$ cat config.mk
export PLATFORM = sky130hd
export DESIGN_NAME = elevation_gain_loss_tracker_flat
export DESIGN_NICKNAME = d
export VERILOG_FILES = /design/src/rtl/elg_pkg.sv /design/src/rtl/elg_if.sv /design/src/rtl/elg_cell.sv /design/src/rtl/elg_accum.sv /design/src/rtl/elevation_gain_loss_tracker.sv /design/src/flat_wrapper.sv
export SDC_FILE = /design/constraint.sdc
export NUM_CORES = 1
export LEC_CHECK = 0
export ABC_CLOCK_PERIOD_IN_PS = 19300
export BUFFER_PORTS_ARGS = -buffer_cell sky130_fd_sc_hd__buf_2
export CORE_UTILIZATION = 35
export DETAILED_ROUTE_END_ITERATION = 8
export PLACE_DENSITY_LB_ADDON = 0.12
export SYNTH_ARGS = -nofsm -noshare
export SYNTH_HDL_FRONTEND = slang
export SYNTH_SLANG_ARGS = --single-unit
$ cat constraint.sdc
create_clock -name i_clk -period 19.3 [get_ports i_clk]
set_clock_uncertainty 0.05 [all_clocks]
set_input_delay 0.965 -clock i_clk [delete_from_list [all_inputs] [get_ports i_clk]]
set_output_delay 0.965 -clock i_clk [all_outputs]
set_load 0.1 [all_outputs]
$ cat src/rtl/elg_pkg.sv
// Shared widths, constants, value types and the stage type of the elevation gain and loss tracker.
package elg_pkg;

    localparam int ELEV_W     = 20;
    localparam int TOTAL_W    = 40;
    localparam int SUM_W      = 24;
    localparam int IDX_W      = 5;
    localparam int WINDOW_DEF = 5;

    localparam logic signed [ELEV_W-1:0] MAX_RESTART = -20'sd8;
    localparam logic [TOTAL_W-1:0]       TOTAL_MAX   = {TOTAL_W{1'b1}};

    typedef logic signed [ELEV_W-1:0]  t_elev;
    typedef logic signed [SUM_W-1:0]   t_sum;
    typedef logic [TOTAL_W-1:0]        t_total;

    typedef struct packed {
        logic  valid;
        logic  route_start;
        logic  active;
        logic  first;
        t_sum  sum;
        t_elev max_elev;
    } t_stage;

endpackage

$ cat src/rtl/elg_if.sv
// Request channels of the elevation tracker: sample input and statistics output.
interface elg_in_if;
    logic                        valid;
    logic                        ready;
    logic signed [elg_pkg::ELEV_W-1:0] elevation;
    logic                        route_start;

    modport source (output valid, output elevation, output route_start, input ready);
    modport sink   (input valid, input elevation, input route_start, output ready);
endinterface

interface elg_out_if;
    logic                         valid;
    logic                         ready;
    logic signed [elg_pkg::ELEV_W-1:0]  max_elevation;
    logic [elg_pkg::TOTAL_W-1:0]        gain_total;
    logic [elg_pkg::TOTAL_W-1:0]        loss_total;
    logic                         averaging_active;

    modport source (output valid, output max_elevation, output gain_total,
                    output loss_total, output averaging_active, input ready);
    modport sink   (input valid, input max_elevation, input gain_total,
                    input loss_total, input averaging_active, output ready);
endinterface

$ cat src/rtl/elg_cell.sv
// One history cell: holds a sample (or zero when cleared) and hands it to the next cell on each advance.
module elg_cell (
    input  logic          i_clk,
    input  logic          i_rst_n,
    input  logic          i_en,
    input  logic          i_clr,
    input  elg_pkg::t_elev i_d,
    output elg_pkg::t_elev o_q
);

    elg_pkg::t_elev r_q;

    always_ff @(posedge i_clk) begin
        if (!i_rst_n) begin
            r_q <= '0;
        end else if (i_en) begin
            r_q <= i_clr ? '0 : i_d;
        end
    end

    assign o_q = r_q;

endmodule

$ cat src/rtl/elg_accum.sv
// Second stage: gain and loss accumulation against the previous window sum.
module elg_accum (
    input  logic             i_clk,
    input  logic             i_rst_n,
    input  logic             i_en,
    input  elg_pkg::t_stage  i_stage,
    output logic             o_valid,
    output elg_pkg::t_elev   o_max_elevation,
    output elg_pkg::t_total  o_gain_total,
    output elg_pkg::t_total  o_loss_total,
    output logic             o_averaging_active
);

    logic            r_valid;
    logic            r_active;
    elg_pkg::t_elev  r_max;
    elg_pkg::t_total r_gain;
    elg_pkg::t_total r_loss;
    elg_pkg::t_sum   r_prev;

    elg_pkg::t_sum   prev_eff;
    elg_pkg::t_total gain_base;
    elg_pkg::t_total loss_base;
    logic signed [elg_pkg::SUM_W:0]   diff;
    logic [elg_pkg::SUM_W:0]          mag;
    logic                             rise;
    logic [elg_pkg::TOTAL_W:0]        acc_sum;
    elg_pkg::t_total                  acc_sat;
    elg_pkg::t_total                  n_gain;
    elg_pkg::t_total                  n_loss;

    always_comb begin
        prev_eff  = i_stage.first ? i_stage.sum : r_prev;
        gain_base = i_stage.route_start ? '0 : r_gain;
        loss_base = i_stage.route_start ? '0 : r_loss;
        diff      = {i_stage.sum[elg_pkg::SUM_W-1], i_stage.sum}
                  - {prev_eff[elg_pkg::SUM_W-1], prev_eff};
        rise      = diff > 0;
        mag       = rise ? $unsigned(diff) : $unsigned(-diff);
        acc_sum   = {1'b0, rise ? gain_base : loss_base}
                  + {{(elg_pkg::TOTAL_W - elg_pkg::SUM_W){1'b0}}, mag};
        acc_sat   = acc_sum[elg_pkg::TOTAL_W] ? elg_pkg::TOTAL_MAX
                                              : acc_sum[elg_pkg::TOTAL_W-1:0];
        n_gain    = gain_base;
        n_loss    = loss_base;
        if (i_stage.active) begin
            if (rise) begin
                n_gain = acc_sat;
            end else begin
                n_loss = acc_sat;
            end
        end
    end

    always_ff @(posedge i_clk) begin
        if (!i_rst_n) begin
            r_valid <= 1'b0;
            r_gain  <= '0;
            r_loss  <= '0;
            r_prev  <= '0;
        end else if (i_en) begin
            r_valid <= i_stage.valid;
            if (i_stage.valid) begin
                r_gain <= n_gain;
                r_loss <= n_loss;
                if (i_stage.active) begin
                    r_prev <= i_stage.sum;
                end
            end
        end
    end

    always_ff @(posedge i_clk) begin
        if (i_en && i_stage.valid) begin
            r_max    <= i_stage.max_elev;
            r_active <= i_stage.active;
        end
    end

    assign o_valid            = r_valid;
    assign o_max_elevation    = r_max;
    assign o_gain_total       = r_gain;
    assign o_loss_total       = r_loss;
    assign o_averaging_active = r_active;

endmodule

$ cat src/rtl/elevation_gain_loss_tracker.sv
// Top level: cell chain, window sum and running maximum, then accumulation stage.
// Pipeline: 2 register stages; a request passes through the stage register into the output register.
// Throughput: 1 request per cycle while not stalled; the window sum is kept incrementally
// across the cell chain. Backpressure stalls both stages together; the input is ready
// whenever the output register is empty or being taken.
// Reset (synchronous, active low) clears history, index, totals and sets the maximum to -8.
module elevation_gain_loss_tracker #(
    parameter int WINDOW = elg_pkg::WINDOW_DEF
) (
    input  logic      i_clk,
    input  logic      i_rst_n,
    elg_in_if.sink    i_in,
    elg_out_if.source o_out
);

    logic                         en;
    logic                         accept;
    elg_pkg::t_elev               chain [0:WINDOW-1];
    elg_pkg::t_sum                e_ext;
    elg_pkg::t_sum                last_ext;
    elg_pkg::t_sum                hist_base;
    logic [elg_pkg::IDX_W-1:0]    cur_idx;
    logic [elg_pkg::IDX_W-1:0]    n_idx;
    elg_pkg::t_elev               cur_max;
    elg_pkg::t_elev               n_max;
    elg_pkg::t_stage              n_stage;

    logic [elg_pkg::IDX_W-1:0]    r_idx;
    elg_pkg::t_elev               r_max;
    elg_pkg::t_sum                r_hist;
    elg_pkg::t_stage              r_stage;

    assign en         = !o_out.valid || o_out.ready;
    assign i_in.ready = en;
    assign accept     = i_in.valid && en;
    assign chain[0]   = i_in.elevation;

    for (genvar g = 0; g < WINDOW - 1; g++) begin : g_cell
        elg_cell u_cell (
            .i_clk   (i_clk),
            .i_rst_n (i_rst_n),
            .i_en    (accept),
            .i_clr   (i_in.route_start && (g != 0)),
            .i_d     (chain[g]),
            .o_q     (chain[g+1])
        );
    end

    always_comb begin
        e_ext     = elg_pkg::t_sum'(i_in.elevation);
        last_ext  = i_in.route_start ? '0 : elg_pkg::t_sum'(chain[WINDOW-1]);
        hist_base = i_in.route_start ? '0 : r_hist;
        cur_idx   = i_in.route_start ? '0 : r_idx;
        cur_max   = i_in.route_start ? elg_pkg::MAX_RESTART : r_max;
        n_max     = (i_in.elevation > cur_max) ? i_in.elevation : cur_max;
        n_idx     = (cur_idx <= elg_pkg::IDX_W'(WINDOW)) ? cur_idx + elg_pkg::IDX_W'(1)
                                                         : cur_idx;

        n_stage.valid       = i_in.valid;
        n_stage.route_start = i_in.route_start;
        n_stage.active      = cur_idx >= elg_pkg::IDX_W'(WINDOW);
        n_stage.first       = cur_idx == elg_pkg::IDX_W'(WINDOW);
        n_stage.sum         = e_ext + hist_base;
        n_stage.max_elev    = n_max;
    end

    always_ff @(posedge i_clk) begin
        if (!i_rst_n) begin
            r_idx         <= '0;
            r_max         <= elg_pkg::MAX_RESTART;
            r_hist        <= '0;
            r_stage.valid <= 1'b0;
        end else if (en) begin
            if (i_in.valid) begin
                r_idx   <= n_idx;
                r_max   <= n_max;
                r_hist  <= hist_base + e_ext - last_ext;
                r_stage <= n_stage;
            end else begin
                r_stage.valid <= 1'b0;
            end
        end
    end

    elg_accum u_accum (
        .i_clk              (i_clk),
        .i_rst_n            (i_rst_n),
        .i_en               (en),
        .i_stage            (r_stage),
        .o_valid            (o_out.valid),
        .o_max_elevation    (o_out.max_elevation),
        .o_gain_total       (o_out.gain_total),
        .o_loss_total       (o_out.loss_total),
        .o_averaging_active (o_out.averaging_active)
    );

endmodule

$ cat src/flat_wrapper.sv
// flat-port wrapper written by rule: the top's interface ports become plain ports
module elevation_gain_loss_tracker_flat 
#(
    parameter int WINDOW = elg_pkg::WINDOW_DEF
)
  (i_clk, i_rst_n, i_in_valid, i_in_elevation, i_in_route_start, i_in_ready, o_out_valid, o_out_max_elevation, o_out_gain_total, o_out_loss_total, o_out_averaging_active, o_out_ready);
  elg_in_if i_in_i ();
  elg_out_if o_out_i ();
  input  logic i_clk;
  input  logic i_rst_n;
  input wire logic [$bits(i_in_i.valid)-1:0] i_in_valid;
  input wire logic [$bits(i_in_i.elevation)-1:0] i_in_elevation;
  input wire logic [$bits(i_in_i.route_start)-1:0] i_in_route_start;
  output wire logic [$bits(i_in_i.ready)-1:0] i_in_ready;
  output wire logic [$bits(o_out_i.valid)-1:0] o_out_valid;
  output wire logic [$bits(o_out_i.max_elevation)-1:0] o_out_max_elevation;
  output wire logic [$bits(o_out_i.gain_total)-1:0] o_out_gain_total;
  output wire logic [$bits(o_out_i.loss_total)-1:0] o_out_loss_total;
  output wire logic [$bits(o_out_i.averaging_active)-1:0] o_out_averaging_active;
  input wire logic [$bits(o_out_i.ready)-1:0] o_out_ready;
  assign i_in_i.valid = i_in_valid;
  assign i_in_i.elevation = i_in_elevation;
  assign i_in_i.route_start = i_in_route_start;
  assign i_in_ready = i_in_i.ready;
  assign o_out_valid = o_out_i.valid;
  assign o_out_max_elevation = o_out_i.max_elevation;
  assign o_out_gain_total = o_out_i.gain_total;
  assign o_out_loss_total = o_out_i.loss_total;
  assign o_out_averaging_active = o_out_i.averaging_active;
  assign o_out_i.ready = o_out_ready;
  elevation_gain_loss_tracker #(.WINDOW(WINDOW)) u_core (.i_clk(i_clk), .i_rst_n(i_rst_n), .i_in(i_in_i), .o_out(o_out_i));
endmodule
# ---- Word-level counts from Yosys, hierarchy flattened
# Cells that the tools add are included.
dict set report word_totals {
  output_inout_bits 103
  register_bits 303
  word_cells 58
}
dict set report op_classes {
  n_addsub 6
  reduce_logical 8
  n_eq_ne 1
  muxes 20
  n_lt_le_gt_ge 4
}
# operator count
set ops {}
lappend ops {{two-way mux 40 bit} 8}
lappend ops {{two-way mux 20 bit} 5}
lappend ops {{two-way mux 24 bit} 3}
lappend ops {{adder 40 x 25 -> 41 bit} 1}
lappend ops {{> comparator 25 x 1 -> 1 bit (second input constant)} 1}
lappend ops {{two-way mux 25 bit} 1}
lappend ops {{negator 25 bit} 1}
lappend ops {{subtractor 24 x 24 -> 25 bit} 1}
lappend ops {{adder 20 x 24 -> 24 bit} 1}
lappend ops {{subtractor 24 bit} 1}
lappend ops {{> comparator 20 bit} 1}
lappend ops {{two-way mux 5 bit} 2}
lappend ops {{AND reduction 3 bit} 2}
lappend ops {{adder 5 x 1 -> 5 bit (second input constant)} 1}
lappend ops {{equality test 5 x 3 -> 1 bit (second input constant)} 1}
lappend ops {{>= comparator 5 x 3 -> 1 bit (second input constant)} 1}
lappend ops {{<= comparator 5 x 3 -> 1 bit (second input constant)} 1}
lappend ops {{AND reduction 2 bit} 2}
lappend ops {{logical AND 1 bit} 2}
lappend ops {{logical NOT 1 bit} 1}
lappend ops {{logical OR 1 bit} 1}
lappend ops {{two-way mux 1 bit} 1}

# ---- Depth between registers and ports, before layout
dict set report logic_depth {
  ltp_word 8
  ltp_mapped 34
  depth_no_buf 27
}

# ---- Modules after synthesis
# A second synthesis with hierarchy kept.
dict set report unflattened {
  hier_cells 2230
  area_unflattened_um2 18894.4
}
# module area_each_um2 cells_each instances seq_area_each_um2
set by_module_without_submodules {}
lappend by_module_without_submodules {elg_accum 8624.5 1110 1 2732.6}
lappend by_module_without_submodules {elevation_gain_loss_tracker 6956.7 764 1 2412.3}
lappend by_module_without_submodules {elg_cell 828.3 89 4 400.4}

# ---- Worst setup path before layout
# No wires, ideal clock.
dict set report synth_timing {
  kind {register to register}
  start {register u_core.r_stage[44] in the netlist's numbering}
  end {register u_core.u_accum.r_loss[25], in the netlist u_core.u_accum.o_loss_total[25]}
  period_less_slack_ps 8651
  arrival_ps 8477
  setup_time_ps 124
  slack_ps 10649
  t_required_ps 19126
  stages_incl_launch_ff 34
  cell_sequence {edfxtp_1 -> clkbuf_1 -> clkbuf_1 -> mux2i_1 -> ha_1 -> buf_6 -> and2_4 -> a221o_1 -> a21oi_2 -> a21oi_2 -> or3_1 -> a2111o_1 -> or4_4 -> o31a_1 -> buf_6 -> buf_6 -> buf_2 -> clkbuf_1 -> buf_2 -> mux2i_1 -> nor2_1 -> ha_1 -> a211o_1 -> a2111oi_0 -> o21ai_0 -> nor4b_1 -> o31ai_1 -> a311o_1 -> a21o_1 -> a21o_1 -> a221oi_1 -> o21ai_0 -> a21oi_1 -> o21ai_0}
}
dict set report synth_between {
  elab_chain_len 8
}
# element line_no
set synth_rtl {}
lappend synth_rtl {{start, declared} elevation_gain_loss_tracker.sv:31} ;# elg_pkg::t_stage r_stage;
lappend synth_rtl {{start signal, assigned} elevation_gain_loss_tracker.sv:78} ;# r_stage <= n_stage;
lappend synth_rtl {{two-way mux 24 bit (*)} elg_accum.sv:33} ;# prev_eff = i_stage.first ? i_stage.sum : r_prev;
lappend synth_rtl {{subtractor 24 x 24 -> 25 bit (*)} elg_accum.sv:37} ;# - {prev_eff[elg_pkg::SUM_W-1], prev_eff};
lappend synth_rtl {{negator 25 bit / > comparator 25 x 1 -> 1 bit (equally long branches)} {elg_accum.sv:39, elg_accum.sv:38}}
lappend synth_rtl {{two-way mux 25 bit / two-way mux 40 bit (equally long branches)} {elg_accum.sv:39, elg_accum.sv:40}}
lappend synth_rtl {{adder 40 x 25 -> 41 bit} elg_accum.sv:41} ;# + {{(elg_pkg::TOTAL_W - elg_pkg::SUM_W){1'b0}}, mag};
lappend synth_rtl {{two-way mux 40 bit} elg_accum.sv:42} ;# acc_sat = acc_sum[elg_pkg::TOTAL_W] ? elg_pkg::TOTAL_MAX
lappend synth_rtl {{two-way mux 40 bit (*)} elg_accum.sv:47} ;# if (rise) begin
lappend synth_rtl {{two-way mux 40 bit (*)} elg_accum.sv:46} ;# if (i_stage.active) begin
lappend synth_rtl {{end signal, assigned} elg_accum.sv:65} ;# r_loss <= n_loss;
lappend synth_rtl {{end, declared} elg_accum.sv:18} ;# elg_pkg::t_total r_loss;
# Mark *: on every way between the ends. The rest lies on a longest branch, timed or not.
# A chain may end at the register's enable or synchronous reset.

# ---- Final worst setup path
# Ends and elaborated chain as after synthesis.

==> impl_metrics.yaml <==
layout:
  layout-drive-gt1-share_pct: 11.6
  layout_common_cells: "nand2_1, a21oi_1, dfxtp_1"
  antenna_cells: 0
  layout.cells.most_common: "nand2_1"
  fin_cells: 2974
  syn2layout_area_growth_pct: 13.3
  nets: 2405
  regArea_um2: 6750
  multi_input_area_um2: 11100
  final.fill_count: 5261
clock_tree:
  clock_path_buffers: 3
  cts_buffers: 38
  cts_tree: "done"
  cts_hold_buf: 0
  cts_max_level: 2
  root_buffer: "clkbuf_16"
  clk_pin_slew_ps: 60
  post_cts_buffers: 0
  cts_resized: 0
  clock_latency_ps: 580
  clock-sinks: 303
place:
  place_ws_ps: 9500
  dp_hpwl_um: 35600
  dp_cells: 2906
  io_buffers: 127
  gp_congestion: 0.825
timing:
  final-setup-viol-count: 0
  fin_tns_setup_ps: 0
  post-route-period-util_pct: 50.5
  slew_headroom_pct: 27.4
  period_needed_ps: 9750
  slew_violations: 0
  rsz0062_at_grt: "no"
  fin_ws_ps: 9550
  final-hold-violation-count: 0
  worst_slew_pin_slew_ps: 1090
  max_freq_mhz: 103
worst_setup_path:
  crit_fanout: 42
  criticalPathCategory: "flop to flop"
  end_kind: "flop"
  arrival_ps: 10130
  cpMostUsedCell: "o21ai_0"
  cp-start-kind: "flop"
  crit_required_ps: 19680
  cp_slowest_cell: "o31a_2"
  max_stage_delay_ps: 820
yosys:
  netlist_instances: 2196
  yosys.cell_types.count: 78
  yosys.area.top_type: "dfxtp_1"
  synth_ff_type: "dfxtp_1"
  yosys_warnings: 0
  synth_area_leaders: "dfxtp_1, edfxtp_1, ha_1"
  synth_seq_cells: 303
  netlist.area_leader.share_pct: 25.4
  yosysSeqAreaShare_pct: 36.4
  avgSynthCellArea_um2: 8.45
  synth_nets: 2343
  synth_area_um2: 18600
  async_flop_share_pct: 0
  synth-edff-count: 68
floorplan:
  die-area_um2: 53900
  fp.dieH_um: 232
  start_util_pct: 35.4
  num_rows: 84
  core_um2: 52400
  die_x_um: 232
  io_pins: 128
routing:
  dr.pass1.iters: 5
  drt-vias-per-instance: 5.37
  drtIter0Drc: 998
  postRouteWirelength_um: 52300
  vias: 16000
  drcViolationCount: 0
  postRouteAntennaNets: 0
  avgRoutedWirePerCell_um: 17.6
global_routing:
  grt_overflow: 0
  grtUsageTotal_pct: 19.2
  grt_max_degree: 85
  first_global_vias: 15300
  grt_pass1_wl_um: 83200
  antenna_found_initial: 2
power:
  p_seq_share_pct: 33.7
  p_switching_uw: 729
  sw_frac_of_total_pct: 34.7
  cellPowerDensity_nw_per_um2: 99.8
  intPower_uw: 1370
  power_leakage_uw: 0.00831
  ir_drop_uv: 61.1
  comb_power_share_pct: 31.4
  p_clk_share_pct: 34.9
run_status:
  outcome: "finished, final reports clean"
run:
  maxCapViolCount: 0
hold_path:
  hold_class: "flop to flop"
## worst max-delay path, delay by kind of cell, from the launching register on
family / cells / cell delay [ps]
buffers and inverters: 2 / 1080
flip-flops: 1 / 320
multiplexers: 2 / 650
AND/OR/NAND/NOR: 3 / 710
AO/OA/AOI/OAI: 18 / 5830
adder cells (fa/ha/maj): 3 / 950
## state kept, by name, summed over array words and instances (netlist names)
signal	cells
u_core.r_max	20
u_core.u_accum.o_max_elevation	20
u_core.u_accum.o_valid	1
u_core.u_accum.o_averaging_active	1
u_core.u_accum.o_gain_total	40
u_core.r_idx	5
u_core.r_hist	24
u_core.u_accum.o_loss_total	40
u_core.r_stage	48
u_core.u_accum.r_prev	24
u_core.g_cell.u_cell.o_q	80
## final timing paths
| check | startpoint | end | slack [ps] | cells past startpoint |
|---|---|---|---|---|
| max reg2reg | u_core.r_stage[44] | u_core.u_accum.o_loss_total[25] | 9550 | 28 |
| min reg2reg | u_core.r_stage[19] | u_core.u_accum.o_max_elevation[19] | 370 | 0 |
| max | u_core.r_stage[44] | u_core.u_accum.o_loss_total[25] | 9550 | 28 |
| min | u_core.r_stage[19] | u_core.u_accum.o_max_elevation[19] | 370 | 0 |
## kinds of logic after synthesis
kind of cell | share of synthesized area, %
and+or+nand+nor | 21.7
buffers and inverters | 3.76
DFF | 36.4
muxes | 5.84
xor gates and xnor gates | 4.53
adders and majority gates | 8.39
AOI/OAI and AO/OA | 19.5
## power by group through the flow
| stage | Clock (µW) | Combinational [µW] | Sequential (µW) |
|---|---|---|---|
| 2_1_floorplan | 0 | 457 | 772 |
| 6_report | 731 | 660 | 708 |
| 3_5_place_dp | 0 | 656 | 721 |
| 5_1_grt | 779 | 726 | 711 |
| 3_3_place_gp | 0 | 650 | 721 |
| 4_1_cts | 756 | 660 | 708 |
## synthesized netlist by cell type (4+ instances only)
library cell,n
a311oi_1,10
nor2_1,150
buf_2,9
a31oi_1,17
o21bai_1,4
nor3b_1,5
o21ai_0,82
nand3_1,79
mux2i_1,90
nand2b_1,39
nand3b_1,64
buf_1,8
o2111ai_1,6
fa_1,4
edfxtp_1,68
nand2_1,293
xor2_1,30
nand4_1,14
o31ai_1,14
a21boi_0,5
and3_1,19
a21o_1,39
o211ai_1,11
xnor2_1,66
or2_2,7
dfxtp_1,235
a221o_1,6
or3_1,19
o21ba_2,6
nor3_1,31
a2111oi_0,6
a21oi_1,264
o21a_1,30
inv_1,51
or4_1,8
nor2b_1,53
a21bo_2,17
a211oi_1,21
mux2_2,11
a211o_1,4
and2_1,14
clkbuf_1,105
o31a_1,6
ha_1,118
## final cells by class
class                           count  share of cell area, %
Tap cell                          688                   4.09
Clock buffer                       50                   4.83
Clock inverter                     18                   1.26
Timing Repair Buffer              147                   3.75
Inverter                           52                  0.952
Multi-Input combinational cell   1716                   53.0
Sequential cell                   303                   32.1
## per-stage QoR
step / util, % / hold WS [ps] / area [µm²] / power [µW]
after global placement: 37.6 / 354 / 19700 / 1370
after global routing: 40.1 / 376 / 21000 / 2220
after CTS: 40.1 / 369 / 21000 / 2120
after floorplan: - / 350 / 18600 / 1230
after detailed placement: 37.6 / 356 / 19700 / 1380
final: 40.1 / 366 / 21000 / 2100
## metal layers
metal / global-route usage, % / vias up / part of all wire, %
li1: - / 7984 / -
met1: 26.5 / 7602 / 49
met2: 30.6 / 297 / 45
met3: 2.55 / 75 / 3.6
met4: 6.17 / 2 / 2.5
met5: 0 / - / 0.021
Note: power is estimated with default switching activity, not from simulation.
